### config.mk
export PLATFORM = sky130hd
export DESIGN_NAME = motion_activity_block_average_flat
export DESIGN_NICKNAME = d
export VERILOG_FILES = /design/src/design/mab_pkg.sv /design/src/design/mab_if.sv /design/src/design/motion_activity_block_average.sv /design/src/flat_wrapper.sv
export SDC_FILE = /design/constraint.sdc
export NUM_CORES = 2
export LEC_CHECK = 0
export BUFFER_PORTS_ARGS = -buffer_cell sky130_fd_sc_hd__buf_2
export CORE_UTILIZATION = 25
export CTS_CLUSTER_SIZE = 8
export DETAILED_ROUTE_END_ITERATION = 16
export GPL_TIMING_DRIVEN = 0
export HOLD_SLACK_MARGIN = 0.08
export MAX_ROUTING_LAYER = met4
export SLEW_MARGIN = 25
export SYNTH_ARGS = -nofsm -noshare
export SYNTH_HDL_FRONTEND = slang
export SYNTH_SLANG_ARGS = --single-unit
### constraint.sdc
create_clock -name clk -period 12.38 [get_ports clk]
set_input_delay 0.619 -clock clk [delete_from_list [all_inputs] [get_ports clk]]
set_output_delay 0.619 -clock clk [all_outputs]
set_load 0.02 [all_outputs]
### src/design/mab_pkg.sv
// Shared types and constants for the motion activity block averager
package mab_pkg;

  localparam int AXIS_W = 16;
  localparam int SUM_W  = 29;
  localparam int GAIN_W = 32;

  localparam int BLOCK_LEN_DEF = 20;
  localparam int FRAC_BITS_DEF = 8;

  localparam logic [GAIN_W-1:0] GAIN_RESET = 32'd2575298;
  localparam logic [SUM_W-1:0]  SUM_MAX    = '1;

  typedef logic signed [AXIS_W-1:0] axis_t;
  typedef logic [SUM_W-1:0]         sum_t;
  typedef logic [GAIN_W-1:0]        gain_t;

  typedef enum logic [2:0] {
    ST_IDLE,
    ST_SQUARE,
    ST_ROOT,
    ST_ACCUM,
    ST_SCALE
  } state_t;

endpackage

### src/design/mab_if.sv
// Sample and result channel interfaces
interface mab_in_if;
  import mab_pkg::*;

  logic  valid;
  logic  ready;
  axis_t axis_x;
  axis_t axis_y;
  axis_t axis_z;

  modport source (output valid, output axis_x, output axis_y, output axis_z, input ready);
  modport sink   (input valid, input axis_x, input axis_y, input axis_z, output ready);
endinterface

interface mab_out_if;
  import mab_pkg::*;

  logic valid;
  logic ready;
  sum_t block_sum;
  sum_t activity;

  modport source (output valid, output block_sum, output activity, input ready);
  modport sink   (input valid, input block_sum, input activity, output ready);
endinterface

### src/design/motion_activity_block_average.sv
// Motion activity block averager: jerk magnitude, block sum and scaled activity
//
// in_ch carries one three-axis sample per transaction (valid/ready). Each sample
// is differenced against the previous one per axis (16-bit wrap), the squares
// are summed on one shared 16x16 multiplier, one axis at a time, and the Q root
// is taken by a restoring square root, one result bit per cycle.
// in_ch.ready is high only in idle, so a new sample is taken only after the last
// has passed the square, root and accumulate steps (and scale at a block's end).
// Every BLOCK_LEN samples one transaction appears on out_ch: the saturated
// block sum and (sum*gain)>>32, registered and loaded by the scale step.
// out_ch is held until taken; the block keeps taking samples while a result
// waits, and stalls only if a second block ends before the first result is
// taken. gain_we/gain_wdata write the gain; write while idle.
// rst (synchronous) clears history, sum, count and output valid, restores gain.
module motion_activity_block_average #(
  parameter int BLOCK_LEN = mab_pkg::BLOCK_LEN_DEF,
  parameter int FRAC_BITS = mab_pkg::FRAC_BITS_DEF
) (
  input  logic                 clk,
  input  logic                 rst,
  input  logic                 gain_we,
  input  mab_pkg::gain_t       gain_wdata,
  mab_in_if.sink               in_ch,
  mab_out_if.source            out_ch
);
  import mab_pkg::*;

  localparam int MAG_W  = AXIS_W + FRAC_BITS;
  localparam int RAD_W  = 2 * MAG_W;
  localparam int REM_W  = MAG_W + 2;
  localparam int SQ_W   = 2 * AXIS_W;
  localparam int STEP_W = $clog2(MAG_W);
  localparam int CNT_W  = (BLOCK_LEN > 1) ? $clog2(BLOCK_LEN) : 1;
  localparam int EXT_W  = ((MAG_W > SUM_W) ? MAG_W : SUM_W) + 1;
  localparam int PROD_W = SUM_W + GAIN_W;

  state_t state;
  state_t state_next;

  logic [AXIS_W-1:0] prev_x;
  logic [AXIS_W-1:0] prev_y;
  logic [AXIS_W-1:0] prev_z;
  logic [AXIS_W-1:0] diff [3];
  logic [1:0]        axis_idx;
  logic [SQ_W-1:0]   sumsq;
  logic [RAD_W-1:0]  rad;
  logic [REM_W-1:0]  rem;
  logic [MAG_W-1:0]  root;
  logic [STEP_W-1:0] step;
  sum_t              magnitude_total;
  logic [CNT_W-1:0]  samples_in_block;
  gain_t             gain;
  logic              out_valid;
  sum_t              out_sum;
  sum_t              out_act;

  logic              accept;
  logic              load_out;
  logic              last_axis;
  logic              last_step;
  logic              last_sample;
  logic [AXIS_W-1:0] abs_diff;
  logic [SQ_W-1:0]   square;
  logic [SQ_W-1:0]   sumsq_next;
  logic [REM_W-1:0]  rem_shift;
  logic [REM_W-1:0]  trial;
  logic              take_bit;
  logic [EXT_W-1:0]  total_ext;
  sum_t              total_sat;
  logic [PROD_W-1:0] product;

  assign accept      = in_ch.valid && in_ch.ready;
  assign last_axis   = (axis_idx == 2'd2);
  assign last_step   = (step == STEP_W'(MAG_W - 1));
  assign last_sample = (samples_in_block == CNT_W'(BLOCK_LEN - 1));

  // shared squarer
  assign abs_diff   = diff[axis_idx][AXIS_W-1] ? (~diff[axis_idx] + AXIS_W'(1)) : diff[axis_idx];
  assign square     = SQ_W'(abs_diff) * SQ_W'(abs_diff);
  assign sumsq_next = sumsq + square;

  // restoring root, one bit per cycle
  assign rem_shift = {rem[REM_W-3:0], rad[RAD_W-1 -: 2]};
  assign trial     = {root, 2'b01};
  assign take_bit  = (rem_shift >= trial);

  assign total_ext = EXT_W'(magnitude_total) + EXT_W'(root);
  assign total_sat = (total_ext > EXT_W'(SUM_MAX)) ? SUM_MAX : total_ext[SUM_W-1:0];

  assign product = PROD_W'(magnitude_total) * PROD_W'(gain);

  always_comb begin
    state_next = state;
    load_out   = 1'b0;
    case (state)
      ST_IDLE: begin
        if (in_ch.valid) state_next = ST_SQUARE;
      end
      ST_SQUARE: begin
        if (last_axis) state_next = ST_ROOT;
      end
      ST_ROOT: begin
        if (last_step) state_next = ST_ACCUM;
      end
      ST_ACCUM: begin
        state_next = last_sample ? ST_SCALE : ST_IDLE;
      end
      ST_SCALE: begin
        if (!out_valid || out_ch.ready) begin
          load_out   = 1'b1;
          state_next = ST_IDLE;
        end
      end
      default: state_next = ST_IDLE;
    endcase
  end

  always_ff @(posedge clk) begin
    if (rst) begin
      state <= ST_IDLE;
    end else begin
      state <= state_next;
    end
  end

  always_ff @(posedge clk) begin
    if (rst) begin
      prev_x           <= '0;
      prev_y           <= '0;
      prev_z           <= '0;
      magnitude_total  <= '0;
      samples_in_block <= '0;
      gain             <= GAIN_RESET;
      out_valid        <= 1'b0;
    end else begin
      if (gain_we) gain <= gain_wdata;

      if (accept) begin
        diff[0]  <= AXIS_W'(in_ch.axis_x) - prev_x;
        diff[1]  <= AXIS_W'(in_ch.axis_y) - prev_y;
        diff[2]  <= AXIS_W'(in_ch.axis_z) - prev_z;
        prev_x   <= AXIS_W'(in_ch.axis_x);
        prev_y   <= AXIS_W'(in_ch.axis_y);
        prev_z   <= AXIS_W'(in_ch.axis_z);
        axis_idx <= 2'd0;
        sumsq    <= '0;
      end

      if (state == ST_SQUARE) begin
        sumsq    <= sumsq_next;
        axis_idx <= axis_idx + 2'd1;
        if (last_axis) begin
          rad  <= RAD_W'(sumsq_next) << (2 * FRAC_BITS);
          rem  <= '0;
          root <= '0;
          step <= '0;
        end
      end

      if (state == ST_ROOT) begin
        rad  <= rad << 2;
        rem  <= take_bit ? (rem_shift - trial) : rem_shift;
        root <= {root[MAG_W-2:0], take_bit};
        step <= step + STEP_W'(1);
      end

      if (state == ST_ACCUM) begin
        magnitude_total <= total_sat;
        if (!last_sample) samples_in_block <= samples_in_block + CNT_W'(1);
      end

      if (load_out) begin
        out_sum          <= magnitude_total;
        out_act          <= product[PROD_W-1:GAIN_W];
        magnitude_total  <= '0;
        samples_in_block <= '0;
        out_valid        <= 1'b1;
      end else if (out_ch.ready) begin
        out_valid <= 1'b0;
      end
    end
  end

  assign in_ch.ready      = (state == ST_IDLE);
  assign out_ch.valid     = out_valid;
  assign out_ch.block_sum = out_sum;
  assign out_ch.activity  = out_act;

endmodule

### src/flat_wrapper.sv
// flat-port wrapper written by rule: the top's interface ports become plain ports
module motion_activity_block_average_flat import mab_pkg::*;
#(
  parameter int BLOCK_LEN = mab_pkg::BLOCK_LEN_DEF,
  parameter int FRAC_BITS = mab_pkg::FRAC_BITS_DEF
)
  (clk, rst, gain_we, gain_wdata, in_ch_valid, in_ch_axis_x, in_ch_axis_y, in_ch_axis_z, in_ch_ready, out_ch_valid, out_ch_block_sum, out_ch_activity, out_ch_ready);
  mab_in_if in_ch_i ();
  mab_out_if out_ch_i ();
  input  logic clk;
  input  logic rst;
  input  logic gain_we;
  input  mab_pkg::gain_t gain_wdata;
  input wire logic [$bits(in_ch_i.valid)-1:0] in_ch_valid;
  input wire logic [$bits(in_ch_i.axis_x)-1:0] in_ch_axis_x;
  input wire logic [$bits(in_ch_i.axis_y)-1:0] in_ch_axis_y;
  input wire logic [$bits(in_ch_i.axis_z)-1:0] in_ch_axis_z;
  output wire logic [$bits(in_ch_i.ready)-1:0] in_ch_ready;
  output wire logic [$bits(out_ch_i.valid)-1:0] out_ch_valid;
  output wire logic [$bits(out_ch_i.block_sum)-1:0] out_ch_block_sum;
  output wire logic [$bits(out_ch_i.activity)-1:0] out_ch_activity;
  input wire logic [$bits(out_ch_i.ready)-1:0] out_ch_ready;
  assign in_ch_i.valid = in_ch_valid;
  assign in_ch_i.axis_x = in_ch_axis_x;
  assign in_ch_i.axis_y = in_ch_axis_y;
  assign in_ch_i.axis_z = in_ch_axis_z;
  assign in_ch_ready = in_ch_i.ready;
  assign out_ch_valid = out_ch_i.valid;
  assign out_ch_block_sum = out_ch_i.block_sum;
  assign out_ch_activity = out_ch_i.activity;
  assign out_ch_i.ready = out_ch_ready;
  motion_activity_block_average #(.BLOCK_LEN(BLOCK_LEN), .FRAC_BITS(FRAC_BITS)) u_core (.clk(clk), .rst(rst), .gain_we(gain_we), .gain_wdata(gain_wdata), .in_ch(in_ch_i), .out_ch(out_ch_i));
endmodule
==> impl_metrics.env <==
export IMPL_final_net_count=7778
export IMPL_final_layout_size_suffix_gt1_frac=0.0472
export IMPL_synth_warnings=0
export IMPL_slew_headroom=0.195
export IMPL_ioPinCount=145
export IMPL_fillCellCount=23400
export IMPL_yosys_area_top_type="fa_1"
export IMPL_cts_buffer_depth=3
export IMPL_clock_latency_ps=690
export IMPL_drc=0
export IMPL_overflow=0
export IMPL_critPathMaxStageDelay_ps=700
export IMPL_hpwlAfterDp_mm=151
export IMPL_yosys_register_bits=345
export IMPL_worstSetupPathType="flop to flop"
export IMPL_fin_setup_tns_ps=0
export IMPL_cts_clk_slew_worst_paths_ps=50
export IMPL_antenna_found_initial=19
export IMPL_die_y_um=472
export IMPL_post_cts_buffers=0
export IMPL_regToRegEndpoint="u_core.sumsq[29]"
export IMPL_wl_per_cell_um=19.8
export IMPL_ctsResizeCount=0
export IMPL_status="finished clean"
export IMPL_synthTopCellsByArea="fa_1, edfxtp_1, ha_1, inv_1, nand2_1"
export IMPL_finalCritPeriodShare=0.843
export IMPL_holdPathStages=3
export IMPL_rsz0062_at_grt="false"
export IMPL_synth_top_area_frac=0.362
export IMPL_cts_buffers=52
export IMPL_drt_iter0_drc=2745
export IMPL_std_cell_rows=172
export IMPL_numClockSinks=345
export IMPL_critical_path_max_fanout=10
export IMPL_holdBufCountCts=0
export IMPL_cts_tree="done"
export IMPL_setup_violations=0
export IMPL_maxSlewViolCount=0
export IMPL_fmax_mhz=95.8
export IMPL_fp_dieArea_um2=223000
export IMPL_syn_inst=6034
export IMPL_crit_path_end_kind="flop"
export IMPL_synth_edff_count=225
export IMPL_synth_flop_cell="edfxtp_1"
export IMPL_finalCriticalPeriod_ps=10440
export IMPL_slowest_stage="clkinv_1"
export IMPL_hold_path_startpoint="in_ch_axis_y[0]"
export IMPL_grt_pass1_vias=43800
export IMPL_syn_avg_cell_area_um2=9.15
export IMPL_crit_path_frequent_cell="fa_1"
export IMPL_r2r_slack_ps=1940
export IMPL_ys_seq_area_frac=0.166
export IMPL_grt_pass1_wl_mm=273
export IMPL_ant_nets=0
export IMPL_vias=41600
export IMPL_htree_levels=2
export IMPL_r2r_cells=34
export IMPL_die_x_um=472
export IMPL_portBuffers=143
export IMPL_hold_viol_final=0
export IMPL_totalWireLength_mm=181
export IMPL_whs_endpoint="u_core.prev_y[0]"
export IMPL_netlist_area_um2=55200
export IMPL_setup_worst_path_start_class="flop"
export IMPL_coreArea_um2=220000
export IMPL_worst_pin_slew_ps=1210
export IMPL_hold_path_class="input pin to flop"
export IMPL_grt_usage=0.168
export IMPL_syn2layout_area_growth_pct=11.3
export IMPL_cts_root_buffer="clkbuf_16"
export IMPL_required_ps=12750
export IMPL_gp_congestion=1.00
export IMPL_arrival_ps=10810
export IMPL_dr_pass1_iters=7
export IMPL_viasPerCell=4.54
export IMPL_fin_worst_skew_ps=62.5
export IMPL_grt_max_degree=29
export IMPL_start_util=0.252
export IMPL_max_cap_violations=0
export IMPL_ys_types=96
export IMPL_synthArstFlopShare=0
cell usage in the layout, fill, tap and decap left out, types with 21 or more instances in the layout:
| cell type | instances |
|---|---|
| clkbuf_1 | 277 |
| buf_2 | 151 |
| dfxtp_1 | 120 |
| xnor2_1 | 91 |
| fa_1 | 1000 |
| and3_1 | 24 |
| a21o_1 | 84 |
| nor3_1 | 42 |
| clkbuf_16 | 53 |
| and2_1 | 380 |
| nor2b_1 | 34 |
| nor2_1 | 286 |
| nand3_1 | 56 |
| o22ai_1 | 27 |
| nand2b_1 | 25 |
| edfxtp_1 | 225 |
| a21oi_1 | 198 |
| a31oi_1 | 21 |
| inv_1 | 1347 |
| mux2i_1 | 56 |
| ha_1 | 445 |
| xor2_1 | 58 |
| o21ai_0 | 93 |
| nand2_1 | 861 |
worst max path at each step:
stage | from | depth (start not counted) | to
final | flop | 34 | u_core.sumsq[29]
after global routing | flop | 34 | u_core.rad[45]
after CTS | flop | 33 | u_core.rad[45]
after detailed placement | flop | 34 | u_core.sumsq[29]
after global placement | flop | 28 | u_core.rad[45]
after floorplan | flop | 30 | u_core.sumsq[28]
synthesized netlist by cell type, types with 11 or more instances:
master    count
o22ai_1      27
a21boi_0     13
o21bai_1     11
a211oi_1     16
and2_1      380
a21oi_1     199
nand3_1      56
o211ai_1     16
or3_1        15
nand4_1      20
fa_1       1000
ha_1        445
and3_1       24
dfxtp_1     120
o21ai_0      93
nor2_1      288
nand2b_1     25
nor2b_1      34
xnor2_1      93
nand2_1     861
clkbuf_1    255
edfxtp_1    225
o31ai_1      13
nor3_1       42
a21o_1       84
a211o_1      15
mux2i_1      56
xor2_1       60
o21a_1       20
a31oi_1      21
inv_1      1348
cell families after synthesis:
kind of cell | after synthesis | synth area share
buf+inv | 1634 | 0.112
other cells | 2 | 0.000136
flops | 345 | 0.166
xor+xnor | 158 | 0.0259
compound gates | 590 | 0.0683
simple gates | 1790 | 0.151
mux | 70 | 0.0139
fa+ha+maj | 1445 | 0.463
stage by stage:
step | instance area, µm² | util | hold WS, ps | instances | worst slack [ps]
finish | 61500 | 0.280 | 203 | 9168 | 1940
global route | 61500 | 0.280 | 181 | 9163 | 1540
CTS | 61500 | 0.280 | 156 | 9161 | 2020
detailed placement | 59900 | 0.273 | 413 | 9065 | 2070
global placement | 59600 | 0.271 | 415 | 9056 | 1880
floorplan | 55300 | - | 406 | 6042 | 4430
final cells by class:
| type | count | area, µm² | share of cell area |
|---|---|---|---|
| multi-input combinational | 4063 | 40000 | 0.650 |
| sequential | 345 | 9160 | 0.149 |
| inverter | 1359 | 5100 | 0.0830 |
| tap | 2871 | 3590 | 0.0584 |
| clock buffer | 89 | 1480 | 0.0241 |
| buffer | 275 | 1090 | 0.0178 |
| timing repair buffer | 152 | 928 | 0.0151 |
| clock inverter | 7 | 118 | 0.00191 |
| antenna | 7 | 17.5 | 0.000285 |
registers in the layout, indices dropped and copies added, names as in the netlist, named ones only:
| signal | count |
|---|---|
| u_core.axis_idx | 2 |
| u_core.diff | 48 |
| u_core.out_ch.activity | 29 |
| u_core.root | 24 |
| u_core.gain | 32 |
| u_core.prev_x | 16 |
| u_core.magnitude_total | 29 |
| u_core.state | 3 |
| u_core.sumsq | 32 |
| u_core.out_ch.valid | 1 |
| u_core.prev_y | 16 |
| u_core.out_ch.block_sum | 29 |
| u_core.rem | 24 |
| u_core.prev_z | 16 |
| u_core.step | 5 |
| u_core.samples_in_block | 5 |
| u_core.rad | 32 |
critical path: cells and delay by family, from the launching register on:
kind	cells	cell delay, ps
XOR/XNOR	1	270
AO/OA/AOI/OAI	6	1820
adder cells (fa/ha/maj)	8	3570
flip-flops	1	360
AND/OR/NAND/NOR	9	1790
multiplexers	1	200
buffers and inverters	9	2120
routing by layer:
metal | share of wire | vias up | track usage
li1 | - | 18800 | -
met2 | 0.46 | 1318 | 0.267
met1 | 0.41 | 21100 | 0.206
met3 | 0.067 | 386 | 0.0274
met5 | 0 | - | -
met4 | 0.064 | 0 | 0.0865
Power is not shown: default switching activity piles up to over one toggle a cycle in this logic, so the estimate is an artifact.
